[src/lcdseq_pkg.sv]
// ----------------------------------------------------------------------------
// lcdseq_pkg
// Shared types, op codes and the microcode table for the character-LCD
// nibble frame sequencer.
// ----------------------------------------------------------------------------
package lcdseq_pkg;

	localparam int OP_W      = 3;
	localparam int CHAR_W    = 8;
	localparam int COL_W     = 6;
	localparam int NIB_W     = 4;
	localparam int FRAME_W   = 8;
	localparam int WAIT_W    = 6;
	localparam int UCODE_LEN = 42;
	localparam int PC_W      = $clog2(UCODE_LEN);

	// request op codes
	localparam logic [OP_W-1:0] OP_WRITE_CHAR    = 3'd0;
	localparam logic [OP_W-1:0] OP_GOTO          = 3'd1;
	localparam logic [OP_W-1:0] OP_CLEAR         = 3'd2;
	localparam logic [OP_W-1:0] OP_INIT          = 3'd3;
	localparam logic [OP_W-1:0] OP_SET_BACKLIGHT = 3'd4;

	// program entry points
	localparam logic [PC_W-1:0] PC_WRITE_CHAR    = 6'd0;
	localparam logic [PC_W-1:0] PC_GOTO          = 6'd4;
	localparam logic [PC_W-1:0] PC_CLEAR         = 6'd8;
	localparam logic [PC_W-1:0] PC_INIT          = 6'd12;
	localparam logic [PC_W-1:0] PC_SET_BACKLIGHT = 6'd41;

	// wait times in ms
	localparam logic [WAIT_W-1:0] W0  = 6'd0;
	localparam logic [WAIT_W-1:0] W2  = 6'd2;
	localparam logic [WAIT_W-1:0] W4  = 6'd4;
	localparam logic [WAIT_W-1:0] W20 = 6'd20;
	localparam logic [WAIT_W-1:0] W42 = 6'd42;

	// where the nibble of a frame comes from
	typedef enum logic [2:0] {
		NS_CONST,
		NS_CHAR_HI,
		NS_CHAR_LO,
		NS_ADDR_HI,
		NS_ADDR_LO,
		NS_MODE
	} nib_sel_t;

	// one control word per frame
	typedef struct packed {
		nib_sel_t          sel;
		logic [NIB_W-1:0]  konst;
		logic              e;
		logic              rs;
		logic [WAIT_W-1:0] wait_ms;
		logic              last;
	} ucode_t;

	function automatic ucode_t uw(nib_sel_t sel, logic [NIB_W-1:0] konst, logic e,
			logic rs, logic [WAIT_W-1:0] wait_ms, logic last);
		ucode_t u;
		u.sel     = sel;
		u.konst   = konst;
		u.e       = e;
		u.rs      = rs;
		u.wait_ms = wait_ms;
		u.last    = last;
		return u;
	endfunction

	// microcode rom
	function automatic ucode_t ucode_rom(logic [PC_W-1:0] pc);
		ucode_t u;
		unique case (pc)
			// write char: data nibbles, high then low
			6'd0:  u = uw(NS_CHAR_HI, 4'h0, 1'b1, 1'b1, W0,  1'b0);
			6'd1:  u = uw(NS_CHAR_HI, 4'h0, 1'b0, 1'b1, W0,  1'b0);
			6'd2:  u = uw(NS_CHAR_LO, 4'h0, 1'b1, 1'b1, W0,  1'b0);
			6'd3:  u = uw(NS_CHAR_LO, 4'h0, 1'b0, 1'b1, W0,  1'b1);
			// goto
			6'd4:  u = uw(NS_ADDR_HI, 4'h0, 1'b1, 1'b0, W0,  1'b0);
			6'd5:  u = uw(NS_ADDR_HI, 4'h0, 1'b0, 1'b0, W2,  1'b0);
			6'd6:  u = uw(NS_ADDR_LO, 4'h0, 1'b1, 1'b0, W0,  1'b0);
			6'd7:  u = uw(NS_ADDR_LO, 4'h0, 1'b0, 1'b0, W4,  1'b1);
			// clear
			6'd8:  u = uw(NS_CONST,   4'h0, 1'b1, 1'b0, W0,  1'b0);
			6'd9:  u = uw(NS_CONST,   4'h0, 1'b0, 1'b0, W2,  1'b0);
			6'd10: u = uw(NS_CONST,   4'h1, 1'b1, 1'b0, W0,  1'b0);
			6'd11: u = uw(NS_CONST,   4'h1, 1'b0, 1'b0, W4,  1'b1);
			// init: idle frame, then the 8-bit to 4-bit wake-up
			6'd12: u = uw(NS_CONST,   4'h0, 1'b0, 1'b0, W20, 1'b0);
			6'd13: u = uw(NS_CONST,   4'h3, 1'b1, 1'b0, W0,  1'b0);
			6'd14: u = uw(NS_CONST,   4'h3, 1'b0, 1'b0, W42, 1'b0);
			6'd15: u = uw(NS_CONST,   4'h3, 1'b1, 1'b0, W0,  1'b0);
			6'd16: u = uw(NS_CONST,   4'h3, 1'b0, 1'b0, W42, 1'b0);
			6'd17: u = uw(NS_CONST,   4'h3, 1'b1, 1'b0, W0,  1'b0);
			6'd18: u = uw(NS_CONST,   4'h3, 1'b0, 1'b0, W42, 1'b0);
			6'd19: u = uw(NS_CONST,   4'h2, 1'b1, 1'b0, W0,  1'b0);
			6'd20: u = uw(NS_CONST,   4'h2, 1'b0, 1'b0, W42, 1'b0);
			// function set 0x28
			6'd21: u = uw(NS_CONST,   4'h2, 1'b1, 1'b0, W0,  1'b0);
			6'd22: u = uw(NS_CONST,   4'h2, 1'b0, 1'b0, W2,  1'b0);
			6'd23: u = uw(NS_CONST,   4'h8, 1'b1, 1'b0, W0,  1'b0);
			6'd24: u = uw(NS_CONST,   4'h8, 1'b0, 1'b0, W2,  1'b0);
			// display off 0x08
			6'd25: u = uw(NS_CONST,   4'h0, 1'b1, 1'b0, W0,  1'b0);
			6'd26: u = uw(NS_CONST,   4'h0, 1'b0, 1'b0, W2,  1'b0);
			6'd27: u = uw(NS_CONST,   4'h8, 1'b1, 1'b0, W0,  1'b0);
			6'd28: u = uw(NS_CONST,   4'h8, 1'b0, 1'b0, W2,  1'b0);
			// clear 0x01
			6'd29: u = uw(NS_CONST,   4'h0, 1'b1, 1'b0, W0,  1'b0);
			6'd30: u = uw(NS_CONST,   4'h0, 1'b0, 1'b0, W2,  1'b0);
			6'd31: u = uw(NS_CONST,   4'h1, 1'b1, 1'b0, W0,  1'b0);
			6'd32: u = uw(NS_CONST,   4'h1, 1'b0, 1'b0, W2,  1'b0);
			// entry mode 0x06
			6'd33: u = uw(NS_CONST,   4'h0, 1'b1, 1'b0, W0,  1'b0);
			6'd34: u = uw(NS_CONST,   4'h0, 1'b0, 1'b0, W2,  1'b0);
			6'd35: u = uw(NS_CONST,   4'h6, 1'b1, 1'b0, W0,  1'b0);
			6'd36: u = uw(NS_CONST,   4'h6, 1'b0, 1'b0, W2,  1'b0);
			// display control 0x0 then mode
			6'd37: u = uw(NS_CONST,   4'h0, 1'b1, 1'b0, W0,  1'b0);
			6'd38: u = uw(NS_CONST,   4'h0, 1'b0, 1'b0, W2,  1'b0);
			6'd39: u = uw(NS_MODE,    4'h0, 1'b1, 1'b0, W0,  1'b0);
			6'd40: u = uw(NS_MODE,    4'h0, 1'b0, 1'b0, W2,  1'b1);
			// set backlight: one idle frame
			6'd41: u = uw(NS_CONST,   4'h0, 1'b0, 1'b0, W0,  1'b1);
			default: u = uw(NS_CONST, 4'h0, 1'b0, 1'b0, W0,  1'b1);
		endcase
		return u;
	endfunction

endpackage

[src/lcdseq_if.sv]
// ----------------------------------------------------------------------------
// lcdseq_req_if / lcdseq_rsp_if
// Valid/ready channels for requests and frames of the LCD frame sequencer.
// ----------------------------------------------------------------------------
interface lcdseq_req_if import lcdseq_pkg::*; ();
	logic              valid;
	logic              ready;
	logic [OP_W-1:0]   op;
	logic [CHAR_W-1:0] char_code;
	logic [COL_W-1:0]  column;
	logic              row;
	logic              backlight_on;
	logic [NIB_W-1:0]  init_mode;

	modport source (output valid, op, char_code, column, row, backlight_on, init_mode,
		input ready);
	modport sink (input valid, op, char_code, column, row, backlight_on, init_mode,
		output ready);
endinterface

interface lcdseq_rsp_if import lcdseq_pkg::*; ();
	logic               valid;
	logic               ready;
	logic [FRAME_W-1:0] frame;
	logic [WAIT_W-1:0]  wait_ms;
	logic               last;

	modport source (output valid, frame, wait_ms, last, input ready);
	modport sink (input valid, frame, wait_ms, last, output ready);
endinterface

[src/char_lcd_nibble_frame_sequencer.sv]
// ----------------------------------------------------------------------------
// char_lcd_nibble_frame_sequencer
// Turns character-LCD requests into shift-register frames for a 4-bit
// display bus behind an 8-bit serial-in latch.
// ----------------------------------------------------------------------------
// Each accepted request item runs a short microcode program, one control word
// per frame, and each frame leaves through a registered output item carrying
// the frame byte (RS bit 0, RW bit 1 = 0, E bit 2, nibble bits 3-6, backlight
// bit 7), the wait in ms to hold after latching it, and a last flag on the
// final frame. Frame counts: write char 4, goto 4, clear 4, init 29, set
// backlight 1; op codes 5 to 7 are taken and dropped with no frame. The step
// counter advances one control word per cycle while the sink takes frames;
// sink stalls hold it. A new request is taken once the last frame has moved
// into the output register, even while that frame still waits for the sink.
// The backlight level resets to off and is placed into every frame.
module char_lcd_nibble_frame_sequencer
	import lcdseq_pkg::*;
(
	input  logic          clk,
	input  logic          arst_n,
	lcdseq_req_if.sink    req,
	lcdseq_rsp_if.source  rsp
);

	// sequencer control
	logic            busy_q;
	logic [PC_W-1:0] pc_q;
	logic            backlight_q;

	// request fields held for the running program
	logic [CHAR_W-1:0] char_q;
	logic [COL_W-1:0]  col_q;
	logic              row_q;
	logic [NIB_W-1:0]  mode_q;

	// output register
	logic               rsp_valid_q;
	logic [FRAME_W-1:0] frame_q;
	logic [WAIT_W-1:0]  wait_q;
	logic               last_q;

	ucode_t            uc;
	logic [CHAR_W-1:0] addr;
	logic [NIB_W-1:0]  mode_nib;
	logic [NIB_W-1:0]  nib;
	logic              req_fire;
	logic              step;
	logic              start;
	logic [PC_W-1:0]   start_pc;

	assign req.ready = !busy_q;
	assign req_fire  = req.valid && req.ready;
	assign step      = busy_q && (!rsp_valid_q || rsp.ready);

	assign rsp.valid   = rsp_valid_q;
	assign rsp.frame   = frame_q;
	assign rsp.wait_ms = wait_q;
	assign rsp.last    = last_q;

	// program dispatch by op code
	always_comb begin
		start    = 1'b1;
		start_pc = PC_WRITE_CHAR;
		unique case (req.op)
			OP_WRITE_CHAR:    start_pc = PC_WRITE_CHAR;
			OP_GOTO:          start_pc = PC_GOTO;
			OP_CLEAR:         start_pc = PC_CLEAR;
			OP_INIT:          start_pc = PC_INIT;
			OP_SET_BACKLIGHT: start_pc = PC_SET_BACKLIGHT;
			default:          start    = 1'b0;
		endcase
	end

	// control word fetch and nibble datapath
	assign uc = ucode_rom(pc_q);

	// ddram address 0x80 + column + row*0x40, column below 64 so no carry
	assign addr = {1'b1, row_q, col_q};

	// modes 0..3 stand for 0xC..0xF
	assign mode_nib = (mode_q[3:2] == 2'b00) ? {2'b11, mode_q[1:0]} : mode_q;

	always_comb begin
		unique case (uc.sel)
			NS_CONST:   nib = uc.konst;
			NS_CHAR_HI: nib = char_q[7:4];
			NS_CHAR_LO: nib = char_q[3:0];
			NS_ADDR_HI: nib = addr[7:4];
			NS_ADDR_LO: nib = addr[3:0];
			NS_MODE:    nib = mode_nib;
			default:    nib = uc.konst;
		endcase
	end

	always_ff @(posedge clk or negedge arst_n) begin
		if (!arst_n) begin
			busy_q      <= 1'b0;
			pc_q        <= '0;
			backlight_q <= 1'b0;
			rsp_valid_q <= 1'b0;
		end else begin
			// a new frame refills the register, else the sink empties it
			if (step) begin
				rsp_valid_q <= 1'b1;
			end else if (rsp.ready) begin
				rsp_valid_q <= 1'b0;
			end
			if (req_fire) begin
				busy_q <= start;
				pc_q   <= start_pc;
				if (req.op == OP_SET_BACKLIGHT) begin
					backlight_q <= req.backlight_on;
				end
			end else if (step) begin
				pc_q <= pc_q + 1'b1;
				if (uc.last) begin
					busy_q <= 1'b0;
				end
			end
		end
	end

	// payload registers
	always_ff @(posedge clk) begin
		if (req_fire) begin
			char_q <= req.char_code;
			col_q  <= req.column;
			row_q  <= req.row;
			mode_q <= req.init_mode;
		end
		if (step) begin
			frame_q <= {backlight_q, nib, uc.e, 1'b0, uc.rs};
			wait_q  <= uc.wait_ms;
			last_q  <= uc.last;
		end
	end

endmodule

[src/flat_wrapper.sv]
// flat-port wrapper written by rule: the top's interface ports become plain ports
module char_lcd_nibble_frame_sequencer_flat import lcdseq_pkg::*;
  (clk, arst_n, req_valid, req_op, req_char_code, req_column, req_row, req_backlight_on, req_init_mode, req_ready, rsp_valid, rsp_frame, rsp_wait_ms, rsp_last, rsp_ready);
  lcdseq_req_if req_i ();
  lcdseq_rsp_if rsp_i ();
  input  logic clk;
  input  logic arst_n;
  input wire logic [$bits(req_i.valid)-1:0] req_valid;
  input wire logic [$bits(req_i.op)-1:0] req_op;
  input wire logic [$bits(req_i.char_code)-1:0] req_char_code;
  input wire logic [$bits(req_i.column)-1:0] req_column;
  input wire logic [$bits(req_i.row)-1:0] req_row;
  input wire logic [$bits(req_i.backlight_on)-1:0] req_backlight_on;
  input wire logic [$bits(req_i.init_mode)-1:0] req_init_mode;
  output wire logic [$bits(req_i.ready)-1:0] req_ready;
  output wire logic [$bits(rsp_i.valid)-1:0] rsp_valid;
  output wire logic [$bits(rsp_i.frame)-1:0] rsp_frame;
  output wire logic [$bits(rsp_i.wait_ms)-1:0] rsp_wait_ms;
  output wire logic [$bits(rsp_i.last)-1:0] rsp_last;
  input wire logic [$bits(rsp_i.ready)-1:0] rsp_ready;
  assign req_i.valid = req_valid;
  assign req_i.op = req_op;
  assign req_i.char_code = req_char_code;
  assign req_i.column = req_column;
  assign req_i.row = req_row;
  assign req_i.backlight_on = req_backlight_on;
  assign req_i.init_mode = req_init_mode;
  assign req_ready = req_i.ready;
  assign rsp_valid = rsp_i.valid;
  assign rsp_frame = rsp_i.frame;
  assign rsp_wait_ms = rsp_i.wait_ms;
  assign rsp_last = rsp_i.last;
  assign rsp_i.ready = rsp_ready;
  char_lcd_nibble_frame_sequencer u_core (.clk(clk), .arst_n(arst_n), .req(req_i), .rsp(rsp_i));
endmodule
[config.mk]
export PLATFORM = sky130hd
export DESIGN_NAME = char_lcd_nibble_frame_sequencer_flat
export DESIGN_NICKNAME = d
export VERILOG_FILES = /design/src/lcdseq_pkg.sv /design/src/lcdseq_if.sv /design/src/char_lcd_nibble_frame_sequencer.sv /design/src/flat_wrapper.sv
export SDC_FILE = /design/constraint.sdc
export NUM_CORES = 1
export LEC_CHECK = 0
export BUFFER_PORTS_ARGS = -buffer_cell sky130_fd_sc_hd__buf_2
export CAP_MARGIN = 5
export CORE_AREA = 2 2 64 66
export CTS_CLUSTER_DIAMETER = 40
export DETAILED_ROUTE_END_ITERATION = 16
export DIE_AREA = 0 0 66 68
export GPL_ROUTABILITY_DRIVEN = 0
export PLACE_DENSITY = 0.83
export RECOVER_POWER = 50
export SLEW_MARGIN = 10
export SYNTH_ARGS = -nofsm -noshare
export SYNTH_HDL_FRONTEND = slang
export SYNTH_SLANG_ARGS = --single-unit
export TNS_END_PERCENT = 10
[constraint.sdc]
create_clock -name clk -period 6.73 [get_ports clk]
set_clock_uncertainty 0.2 [all_clocks]
set_input_delay 1.346 -clock clk [delete_from_list [all_inputs] [get_ports clk]]
set_output_delay 1.346 -clock clk [all_outputs]
set_load 0.02 [all_outputs]
======== Word-level counts from Yosys, hierarchy flattened ========
Memory sizes are Yosys's and may differ from the RTL's.
Cells that the tools add are included.
operators by class
  add/subtract/negate cells ............... 1
  equal/unequal tests ..................... 9
  multiplexer cells ....................... 11
  reduce and logical (&&, ||, !) cells .... 13
operator list
  operator             count
  $pmux 6 s4           1
  $pmux 4 s5           1
  $eq 3x2->1 const B   4
  $mux 6               2
  $eq 3x3->1 const B   3
  $add 6x1->6 const B  1
  $eq 3x1->1 const B   2
  $mux 1               6
  $reduce_bool 2->1    3
  $reduce_or 5->1      1
  $mux 4               1
  $reduce_and 2->1     2
  $logic_not 3->1      1
  $logic_and 1x1->1    2
  $logic_not 1->1      2
  $logic_not 2->1      1
  $logic_or 1x1->1     1
word-level totals
  register bits ........................... 42
  ROM bits ................................ 960
  input bits .............................. 27
  output and inout port bits .............. 17
  logic and storage cells ................. 46
  memories kept ........................... 1
memories
  memory            words  width  read ports  clocked after memory_dff  write ports  RTL line          source
  (name not given)  64     15     1           0                         0            lcdseq_pkg.sv:73  unique case (pc)

======== Logic depth before layout (Yosys ltp) ========
Gate-level depths: netlist of run 1.
  word-level depth ........................ 5
  mapped depth ............................ 9
  gate-level depth less buffers ........... 7

======== Least setup slack after synthesis of run 1 ========
Ideal clock, no wire load.
  path type ............................... input port to flip-flop
  start ................................... input rsp_ready
  end ..................................... register u_core.pc_q[5]
  setup time .............................. 0.121 ns
  arrival time ............................ 2.701 ns
  data required time ...................... 6.409 ns
  setup slack ............................. 3.708 ns
  stages .................................. 6
  buffers on the path ..................... 1
  cells stage by stage .................... nand2b_1 -> and2_1 -> clkbuf_1 -> and4_1 -> a31oi_1 -> o22a_1
between the ends
  cells in the longest elaborated chain, start to end .. 3
RTL lines
  element                             RTL line                                source
  start: declaration                  flat_wrapper.sv:20                      input wire logic [$bits(rsp_i.ready)-1:0] rsp_ready;
  $logic_or 1x1->1                    char_lcd_nibble_frame_sequencer.sv:53   assign step = busy_q && (!rsp_valid_q || rsp.ready);
  $logic_and 1x1->1                   char_lcd_nibble_frame_sequencer.sv:53
  via u_core.step                     char_lcd_nibble_frame_sequencer.sv:47   logic step;
  $reduce_bool 2->1 (no source line)  -
  end signal: assignment              char_lcd_nibble_frame_sequencer.sv:110  pc_q <= start_pc;
  end signal: assignment              char_lcd_nibble_frame_sequencer.sv:115  pc_q <= pc_q + 1'b1;
  end: declaration                    char_lcd_nibble_frame_sequencer.sv:27   logic [PC_W-1:0] pc_q;
The timed path passes the listed nets, and every way through them passes these cells.
A chain may end at the register's enable or synchronous reset.

======== Worst setup path in the final report of run 1 ========
  start ................................... input req_valid
  end ..................................... register u_core.pc_q[5]
between the ends
  cells in the longest elaborated chain, start to end .. 2
  elaborated cells between the ends (all ways) .. 3
  those cells by class .................... mux (1); reduce/logical (2)
RTL lines
  element                                             RTL line                               source
  start: declaration                                  flat_wrapper.sv:8                      input wire logic [$bits(req_i.valid)-1:0] req_valid;
  $logic_and 1x1->1 (*)                               char_lcd_nibble_frame_sequencer.sv:52  assign req_fire = req.valid && req.ready;
  $mux 6 / $reduce_bool 2->1 (equally long branches)  -
Every way passes the cells marked *; elsewhere a longest branch is shown, timed or not.

==> results of run 1 <==
[synthesized netlist by cell type (3+ instances only)]
cell type                  instances  area share
sky130_fd_sc_hd__a21oi_1          17       0.039
sky130_fd_sc_hd__a311oi_1          3       0.012
sky130_fd_sc_hd__a31oi_1           4       0.011
sky130_fd_sc_hd__buf_4             3       0.010
sky130_fd_sc_hd__clkbuf_1         13       0.022
sky130_fd_sc_hd__dfrtp_1           9        0.10
sky130_fd_sc_hd__edfxtp_1         31        0.43
sky130_fd_sc_hd__ha_1              9       0.051
sky130_fd_sc_hd__inv_1            10       0.017
sky130_fd_sc_hd__nand2_1          17       0.029
sky130_fd_sc_hd__nand2b_1          7       0.020
sky130_fd_sc_hd__nand3_1           4      0.0091
sky130_fd_sc_hd__nand4_1           3      0.0086
sky130_fd_sc_hd__nor2_1           11       0.019
sky130_fd_sc_hd__nor2b_1           3      0.0086
sky130_fd_sc_hd__nor3_1            6       0.014
sky130_fd_sc_hd__o21ai_0          16       0.037
[where the power goes]
group          internal [mW]  switching [mW]
registers              0.376          0.0840
logic                  0.195           0.306
clock network          0.112          0.0827
total                  0.682           0.472
[kinds of logic after synthesis]
| logic type | synth area share |
|---|---|
| simple gates | 0.170 |
| compound gates | 0.168 |
| flops | 0.528 |
| buf+inv | 0.0589 |
| fa+ha+maj | 0.0514 |
| mux | 0.0143 |
| xor+xnor | 0.00800 |
| other cells | 0.00171 |
[worst max-delay path, stage by stage]
cell	delay, ns
sky130_fd_sc_hd__buf_2	0.07
sky130_fd_sc_hd__nor2b_2	0.11
sky130_fd_sc_hd__clkbuf_1	0.96
sky130_fd_sc_hd__nand3_1	0.37
sky130_fd_sc_hd__a21oi_1	0.23
sky130_fd_sc_hd__o22a_1	0.15
[cell type report]
class | count | area [um2]
fill | 324 | 1370
sequential | 40 | 1160
multi-input combinational | 143 | 911
timing repair buffer | 42 | 208
clock buffer | 5 | 68.8
tap | 50 | 62.6
clock inverter | 3 | 46.3
inverter | 10 | 37.5
[state kept, by name, summed over array words and instances (netlist names), 4 cells and up]
name,cells
u_core.mode_q,4
u_core.rsp.wait_ms,4
u_core.col_q,6
u_core.char_q,8
u_core.pc_q,6
u_core.rsp.frame,7
[metrics by stage]
step                setup slack (ns)  instance area, um2
floorplan                       3.71                2190
global placement                3.65                2380
detailed placement              3.58                2380
CTS                             3.89                2490
global route                    3.30                2490
finish                          3.51                2490
[worst max path at each step]
stage / startpoint / endpoint / depth (start not counted)
global route: req_valid / u_core.pc_q[5] / 6
global placement: rsp_ready / u_core.pc_q[5] / 6
finish: req_valid / u_core.pc_q[5] / 6
detailed placement: rsp_ready / u_core.pc_q[5] / 6
CTS: rsp_ready / u_core.pc_q[5] / 6
floorplan: rsp_ready / u_core.pc_q[5] / 6
[metal layers]
layer / wire length (um) / GRT usage / up-vias
met5: 0 / 0 / -
met2: 1760 / 0.292 / 47
li1: - / - / 837
met4: 58 / 0.0842 / 0
met3: 187 / 0.0395 / 5
met1: 1780 / 0.232 / 731
==> impl_metrics.csv, run 1 <==
group,metric,value,unit
synth,synthesis.area,2190,um2
cells_and_area,final_cell_mix,"sky130_fd_sc_hd__buf_2 (40), sky130_fd_sc_hd__edfxtp_1 (31), sky130_fd_sc_hd__a21oi_1 (17), sky130_fd_sc_hd__nand2_1 (17), sky130_fd_sc_hd__o21ai_0 (16)",
clocking,cts_tree,"built",
sta,report.final.hold_viol_count,0,
drt,antenna_violating_nets_left,0,
critical_path,r2r.worst_path.cells,7,
die,floorplan.die_area,4490,um2
pwr,max-vdd-ir-drop,242,uV
synth,yosys_warnings,0,
drt,detail_route.iter0.violations,100,
global_routing,maximum_number_of_pins_on_one_net_before_global_route_repair,31,
clocking,post_cts_resize_count,0,
synth,postSynthAreaPerCell,10.4,um2
drt,post_drt_via_cell_ratio,5.53,
worst_hold_path,worst_hold_path.endpoint,"u_core.rsp.frame[7]",
worst_hold_path,whs_path_depth,0,
placement,dp_hpwl,2530,um
critical_path,worstSetupStartpointType,"input pin",
sta,holdWs,0.250,ns
sta,setup_repair_after_global_routing_missed_its_margin,"false",
die,fp.coreArea,3860,um2
drt,detail_route.drc_violations,0,
clocking,ctsHtreeMaxLevel,2,
pwr,report.power.total,1.15,mW
drt,dr_total_vias,1620,
critical_path,r2r_setup_slack,3.91,ns
critical_path,crit_fanout,30,
sta,timing_worst_slew_pin_value,1.31,ns
synth,ys.flop_type,"sky130_fd_sc_hd__edfxtp_1",
worst_hold_path,start_point_of_the_worst_hold_path,"u_core.backlight_q",
global_routing,antenna_found_initial,0,
outcome,run_status,"complete, no violations",
cells_and_area,fin_util,0.646,
cells_and_area,diodes,0,
die,io_pins,44,
synth,postSynthRegisterBits,40,
sta,maxClockFrequency,0.311,GHz
sta,setup_viol,0,
critical_path,critical_path.reg2reg.endpoint,"u_core.rsp.frame[4]",
die,dieWidth,66,um
clocking,postCtsSetupBuffers,0,
cells_and_area,post_route_cells_drive_above_1_share,0.210,
drt,totalWireLength,3790,um
global_routing,grt-ovfl-total,0,
clocking,ctsLongestPathBuffers,2,
clocking,cts.sink_count,40,
cells_and_area,syn_to_final_growth,13.7,%
critical_path,worst-setup-path-type,"in2reg",
synth,synthCells,211,
clocking,cts_inserted_buffers,5,
clocking,ctsRootBufferMaster,"sky130_fd_sc_hd__clkbuf_8",
drt,drt-pass1-iter-count,4,
placement,placed_cells,285,
die,die_height,68,um
clocking,cts_hold_buf,0,
critical_path,worst_setup_path_end_kind,"register",
sta,timing.final.crit_share,0.478,
clocking,clkSlewWorstSetupHoldPaths,0.08,ns
synth,synth_edf_count,31,
pwr,p_leak,1.00,nW
sta,time_the_final_worst_path_needs_with_i_o_delays_and_setup,3.22,ns
synth,asyncSetResetFlopFracSynth,0.225,
die,num_rows,23,
pwr,power-per-cell-area,464,nW/um2
critical_path,critical_path.reg2reg.startpoint,"u_core.pc_q[1]",
worst_hold_path,min_path_type,"reg2reg",
sta,slew_viol_final,0,
sta,totalNegativeSetupSlack,0,ns
global_routing,grtUsageTotal,0.180,
sta,remaining_max_slew_budget_at_the_tightest_pin,0.124,
job,drv.max_cap_violation_count,0,
clocking,clk_latency,0.29,ns
global_routing,first_global_vias,1386,
critical_path,worst_ep_arrival_time,3.25,ns
global_routing,grt_pass1_wl,6040,um
placement,portBuffers,41,
cells_and_area,final_nets,278,
synth,yosysUniqueCellTypes,50,
synth,synth-seq-area-share,0.528,
drt,wire_per_inst,12.9,um
critical_path,worst_ep_required_time,6.76,ns
cells_and_area,layout_commonest_cell,"sky130_fd_sc_hd__buf_2",
die,start_util,0.568,
cells_and_area,layout.cells.non_filler,293,
(Power assumes the default switching activity.)
==> inputs of run 2 (changes only) <==
--- a/config.mk
+++ b/config.mk
@@ -7,12 +7,12 @@
 export LEC_CHECK = 0
 export BUFFER_PORTS_ARGS = -buffer_cell sky130_fd_sc_hd__buf_2
 export CAP_MARGIN = 5
-export CORE_AREA = 2 2 64 66
+export CORE_AREA = 2 2 67 69
 export CTS_CLUSTER_DIAMETER = 40
 export DETAILED_ROUTE_END_ITERATION = 16
-export DIE_AREA = 0 0 66 68
+export DIE_AREA = 0 0 69 71
 export GPL_ROUTABILITY_DRIVEN = 0
-export PLACE_DENSITY = 0.83
+export PLACE_DENSITY = 0.77
 export RECOVER_POWER = 50
 export SLEW_MARGIN = 10
 export SYNTH_ARGS = -nofsm -noshare
==> constraint.sdc (replaced) <==
create_clock -name clk -period 3.18 [get_ports clk]
set_clock_uncertainty 0.2 [all_clocks]
set_input_delay 0.636 -clock clk [delete_from_list [all_inputs] [get_ports clk]]
set_output_delay 0.636 -clock clk [all_outputs]
set_load 0.02 [all_outputs]
==> impl_metrics.csv, run 2 (same netlist as run 1, synthesis figures left out) <==
group,metric,value,unit
critical_path,critical_path.reg2reg.startpoint,"u_core.pc_q[1]",
drt,wire_per_inst,13.2,um
sta,timing_worst_slew_pin_value,0.720,ns
drt,dr_total_vias,1671,
clocking,post_cts_resize_count,0,
cells_and_area,multi_input_comb_area,908,um2
global_routing,grtUsageTotal,0.166,
drt,drt-pass1-iter-count,5,
clocking,ctsRootBufferMaster,"sky130_fd_sc_hd__clkbuf_8",
pwr,internal_power_of_the_cells,1.44,mW
drt,antenna_violating_nets_left,0,
worst_hold_path,whs_path_depth,0,
critical_path,worstSetupStartpointType,"register",
cells_and_area,diodes,0,
pwr,p_leak,1.00,nW
cells_and_area,largest_register,"u_core.char_q",
clocking,cts_inserted_buffers,5,
clocking,postCtsSetupBuffers,0,
cells_and_area,largest_register_ff_count,8,
critical_path,worst-setup-path-type,"reg2reg",
critical_path,worst_ep_required_time,3.02,ns
placement,dp_hpwl,2720,um
critical_path,worst_ep_arrival_time,2.63,ns
drt,totalWireLength,3920,um
pwr,power_switching,991,uW
die,die_height,71,um
global_routing,antenna_found_initial,0,
pwr,power-per-cell-area,973,nW/um2
sta,setup_repair_after_global_routing_missed_its_margin,"false",
die,num_rows,24,
die,fp.coreArea,4200,um2
sta,holdWs,0.257,ns
pwr,share_clk_of_total_power,0.162,
clocking,ctsHtreeMaxLevel,2,
die,floorplan.die_area,4900,um2
placement,portBuffers,41,
cells_and_area,post_route_cells_drive_above_1_share,0.191,
die,start_util,0.521,
cells_and_area,filler_cell_count,364,
sta,setup_viol,0,
sta,totalNegativeSetupSlack,0,ns
sta,maxClockFrequency,0.359,GHz
cells_and_area,final_nets,281,
worst_hold_path,min_path_type,"reg2reg",
pwr,power.share.switching,0.407,
pwr,power.share.combinational,0.454,
clocking,clkSlewWorstSetupHoldPaths,0.07,ns
outcome,run_status,"complete, no violations",
critical_path,crit_fanout,17,
clocking,cts_tree,"built",
pwr,p_seq_frac,0.384,
global_routing,grt_pass1_wl,6510,um
global_routing,first_global_vias,1468,
critical_path,worst_setup_path_end_kind,"register",
critical_path,r2r.worst_path.cells,7,
sta,timing.final.crit_share,0.877,
global_routing,maximum_number_of_pins_on_one_net_before_global_route_repair,28,
cells_and_area,final_cell_mix,"sky130_fd_sc_hd__buf_2 (37), sky130_fd_sc_hd__edfxtp_1 (31), sky130_fd_sc_hd__a21oi_1 (17), sky130_fd_sc_hd__nand2_1 (17), sky130_fd_sc_hd__o21ai_0 (16)",
sta,slew_viol_final,0,
cells_and_area,layout.area.seq,1160,um2
clocking,cts.sink_count,40,
drt,detail_route.drc_violations,0,
clocking,cts_hold_buf,1,
clocking,ctsLongestPathBuffers,2,
drt,detail_route.iter0.violations,96,
cells_and_area,layout_commonest_cell,"sky130_fd_sc_hd__buf_2",
drt,post_drt_via_cell_ratio,5.61,
sta,time_the_final_worst_path_needs_with_i_o_delays_and_setup,2.79,ns
clocking,clk_latency,0.29,ns
job,drv.max_cap_violation_count,0,
sta,remaining_max_slew_budget_at_the_tightest_pin,0.520,
sta,report.final.hold_viol_count,0,
cells_and_area,syn_to_final_growth,14.3,%
die,io_pins,44,
global_routing,grt-ovfl-total,0,
worst_hold_path,start_point_of_the_worst_hold_path,"u_core.backlight_q",
critical_path,worst_setup_path_startpoint,"u_core.pc_q[1]",
die,dieWidth,69,um
pwr,max-vdd-ir-drop,550,uV
run 2: changes by cell type in the layout (fill, tap and decap cells not counted), sizes merged:
cell and change:
buf -1, clkbuf +3, clkinv +2, clkinvlp -1, dlygate4sd3 +1, inv -1
run 2: power by group through the flow:
stage	combinational [mW]	sequential, mW	clock (mW)
final	1.10	0.936	0.393
after global routing	1.22	0.965	0.419
after CTS	1.11	0.935	0.406
after detailed placement	1.10	0.947	0
after global placement	1.09	0.941	0
after floorplan	0.817	0.975	0
run 2: worst paths after layout:
check | to | slack [ns]
worst max-delay path | u_core.rsp.frame[4] | 0.39
worst min-delay path | u_core.rsp.frame[7] | 0.26
worst max register to register | u_core.rsp.frame[4] | 0.39
worst min register to register | u_core.rsp.frame[7] | 0.26
max in group asynchronous | u_core.pc_q[1] | 1.84
min in group asynchronous | u_core.pc_q[4] | 0.61
run 2: worst max-delay path: stages (launching register included):
cell and delay (ns):
sky130_fd_sc_hd__dfrtp_1 0.66, sky130_fd_sc_hd__inv_1 0.24, sky130_fd_sc_hd__ha_1 0.30, sky130_fd_sc_hd__and3b_1 0.21, sky130_fd_sc_hd__o21ai_1 0.44, sky130_fd_sc_hd__a2bb2oi_1 0.16
sky130_fd_sc_hd__a311oi_1 0.27, sky130_fd_sc_hd__a31oi_1 0.07
run 2: per-stage QoR:
stage	area (um2)	worst slack, ns	utilization	power, mW	cells
floorplan	2190	0.723	-	1.79	212
global placement	2400	0.621	0.570	2.03	289
detailed placement	2400	0.468	0.570	2.05	289
CTS	2510	0.463	0.598	2.45	298
global route	2500	0.199	0.595	2.61	298
finish	2500	0.391	0.595	2.43	298
run 2: area by class of cell:
cell class / instances / area share
Clock buffer: 5 / 0.0275
Clock inverter: 3 / 0.0150
Inverter: 10 / 0.0150
Multi-Input combinational cell: 143 / 0.363
Sequential cell: 40 / 0.462
Tap cell: 52 / 0.0260
Timing Repair Buffer: 45 / 0.0915
run 2: per-layer routing:
layer,up-vias,wire length (um),track usage
li1,845,-,-
met1,762,1790,0.221
met2,56,1800,0.246
met3,8,232,0.0427
met4,0,98,0.100
met5,-,0,0
==> inputs of run 3 (changes only) <==
--- a/config.mk
+++ b/config.mk
@@ -7,12 +7,13 @@
 export LEC_CHECK = 0
 export BUFFER_PORTS_ARGS = -buffer_cell sky130_fd_sc_hd__buf_2
 export CAP_MARGIN = 5
-export CORE_AREA = 2 2 67 69
+export CORE_AREA = 2 2 64 66
 export CTS_CLUSTER_DIAMETER = 40
+export CTS_CLUSTER_SIZE = 24
 export DETAILED_ROUTE_END_ITERATION = 16
-export DIE_AREA = 0 0 69 71
+export DIE_AREA = 0 0 66 68
 export GPL_ROUTABILITY_DRIVEN = 0
-export PLACE_DENSITY = 0.77
+export PLACE_DENSITY = 0.83
 export RECOVER_POWER = 50
 export SLEW_MARGIN = 10
 export SYNTH_ARGS = -nofsm -noshare
==> constraint.sdc (replaced) <==
create_clock -name clk -period 3.55 [get_ports clk]
set_clock_uncertainty 0.2 [all_clocks]
set_input_delay 0.8875 -clock clk [delete_from_list [all_inputs] [get_ports clk]]
set_output_delay 0.8875 -clock clk [all_outputs]
set_load 0.02 [all_outputs]
==> impl_metrics.csv, run 3 (same netlist as run 1, synthesis figures left out) <==
group,metric,value,unit
cells_and_area,final_nets,279,
die,start_util,0.568,
pwr,report.power.total,2.21,mW
worst_hold_path,min_path_type,"reg2reg",
critical_path,max_stage_delay,1.00,ns
outcome,run_status,"complete, no violations",
drt,totalWireLength,3960,um
clocking,cts.sink_count,40,
critical_path,path_cells,"buf_2, nor2b_2, clkbuf_1, nand3_1, a21oi_1, o22a_1",
global_routing,maximum_number_of_pins_on_one_net_before_global_route_repair,31,
critical_path,worst_setup_path_end_kind,"register",
clocking,cts_inserted_buffers,5,
placement,portBuffers,41,
critical_path,path_delay_family,"buffers and inverters",
sta,setup_viol,0,
die,num_rows,23,
cells_and_area,fin_util,0.648,
critical_path,crit_fanout,30,
clocking,ctsHtreeMaxLevel,2,
die,dieWidth,66,um
sta,maxClockFrequency,0.356,GHz
cells_and_area,largest_register,"u_core.char_q",
critical_path,worst_ep_arrival_time,2.84,ns
critical_path,worstSetupStartpointType,"input pin",
drt,wire_per_inst,13.5,um
sta,timing.final.crit_share,0.792,
clocking,post_cts_resize_count,0,
clocking,clkSlewWorstSetupHoldPaths,0.08,ns
die,die_height,68,um
pwr,power-per-cell-area,883,nW/um2
drt,post_drt_via_cell_ratio,5.69,
cells_and_area,largest_register_ff_count,8,
sta,setup_repair_after_global_routing_missed_its_margin,"false",
critical_path,critPathSlowestCell,"sky130_fd_sc_hd__clkbuf_1",
clocking,cts_tree,"built",
sta,totalNegativeSetupSlack,0,ns
clocking,cts_hold_buf,0,
cells_and_area,layout_commonest_cell,"sky130_fd_sc_hd__buf_2",
global_routing,grt_pass1_wl,6360,um
sta,slew_viol_final,0,
drt,detail_route.drc_violations,0,
pwr,p_leak,1.01,nW
sta,layout_setup_ws,0.739,ns
die,floorplan.die_area,4490,um2
drt,antenna_violating_nets_left,0,
job,drv.max_cap_violation_count,0,
sta,report.final.hold_viol_count,0,
sta,time_the_final_worst_path_needs_with_i_o_delays_and_setup,2.81,ns
die,io_pins,44,
drt,dr_total_vias,1672,
critical_path,cp.buffers_inverters,2,
global_routing,first_global_vias,1401,
sta,remaining_max_slew_budget_at_the_tightest_pin,0.0879,
sta,timing_worst_slew_pin_value,1.37,ns
pwr,max-vdd-ir-drop,484,uV
clocking,postCtsSetupBuffers,0,
sta,holdWs,0.263,ns
critical_path,worst-setup-path-type,"in2reg",
placement,dp_hpwl,2690,um
global_routing,grt-ovfl-total,0,
cells_and_area,final_cell_mix,"sky130_fd_sc_hd__buf_2 (40), sky130_fd_sc_hd__edfxtp_1 (31), sky130_fd_sc_hd__a21oi_1 (17), sky130_fd_sc_hd__nand2_1 (17), sky130_fd_sc_hd__o21ai_0 (16)",
die,fp.coreArea,3860,um2
drt,detail_route.iter0.violations,100,
global_routing,antenna_found_initial,0,
clocking,clk_latency,0.29,ns
cells_and_area,diodes,0,
cells_and_area,syn_to_final_growth,14.1,%
global_routing,grtUsageTotal,0.188,
placement,place_ws,0.887,ns
critical_path,worst_ep_required_time,3.58,ns
clocking,ctsLongestPathBuffers,2,
cells_and_area,post_route_cells_drive_above_1_share,0.213,
drt,drt-pass1-iter-count,5,
clocking,ctsRootBufferMaster,"sky130_fd_sc_hd__clkbuf_8",
==> run 3: report_power, final <==
group	switching [mW]	total, mW	leakage, nW	internal, mW
clock	0.161	0.373	0.0583	0.212
combinational	0.590	0.966	0.544	0.376
sequential	0.154	0.866	0.407	0.711
total	0.906	2.21	1.01	1.30
==> run 3: stage by stage <==
| step | instance area [um2] | cells |
|---|---|---|
| after floorplan | 2190 | 212 |
| after global placement | 2390 | 286 |
| after detailed placement | 2390 | 286 |
| after CTS | 2500 | 294 |
| after global routing | 2500 | 294 |
| final | 2500 | 294 |
==> run 3: cell type report <==
class	count	area [um2]
Sequential cell	40	1160
Timing Repair Buffer	43	215
Tap cell	50	62.6
Multi-Input combinational cell	143	911
Inverter	10	37.5
Clock inverter	3	47.5
Clock buffer	5	68.8
Fill cell	323	1360
==> run 3: path summary, 6_finish.rpt <==
check                                         from             endpoint  slack (ns)  depth (start not counted)
worst max-delay path                     req_valid       u_core.pc_q[5]        0.74                          6
worst min-delay path            u_core.backlight_q  u_core.rsp.frame[7]        0.26                          0
worst max register to register      u_core.pc_q[1]  u_core.rsp.frame[4]        0.85                          7
worst min register to register  u_core.backlight_q  u_core.rsp.frame[7]        0.26                          0
max in group asynchronous                   arst_n       u_core.pc_q[4]        2.51                          1
min in group asynchronous                   arst_n     u_core.rsp.valid        0.32                          1
==> run 3: layer usage <==
layer	GRT usage	routed length, um
met5	0	0
met4	0.0816	70
met3	0.0559	312
met2	0.268	1800
met1	0.268	1780
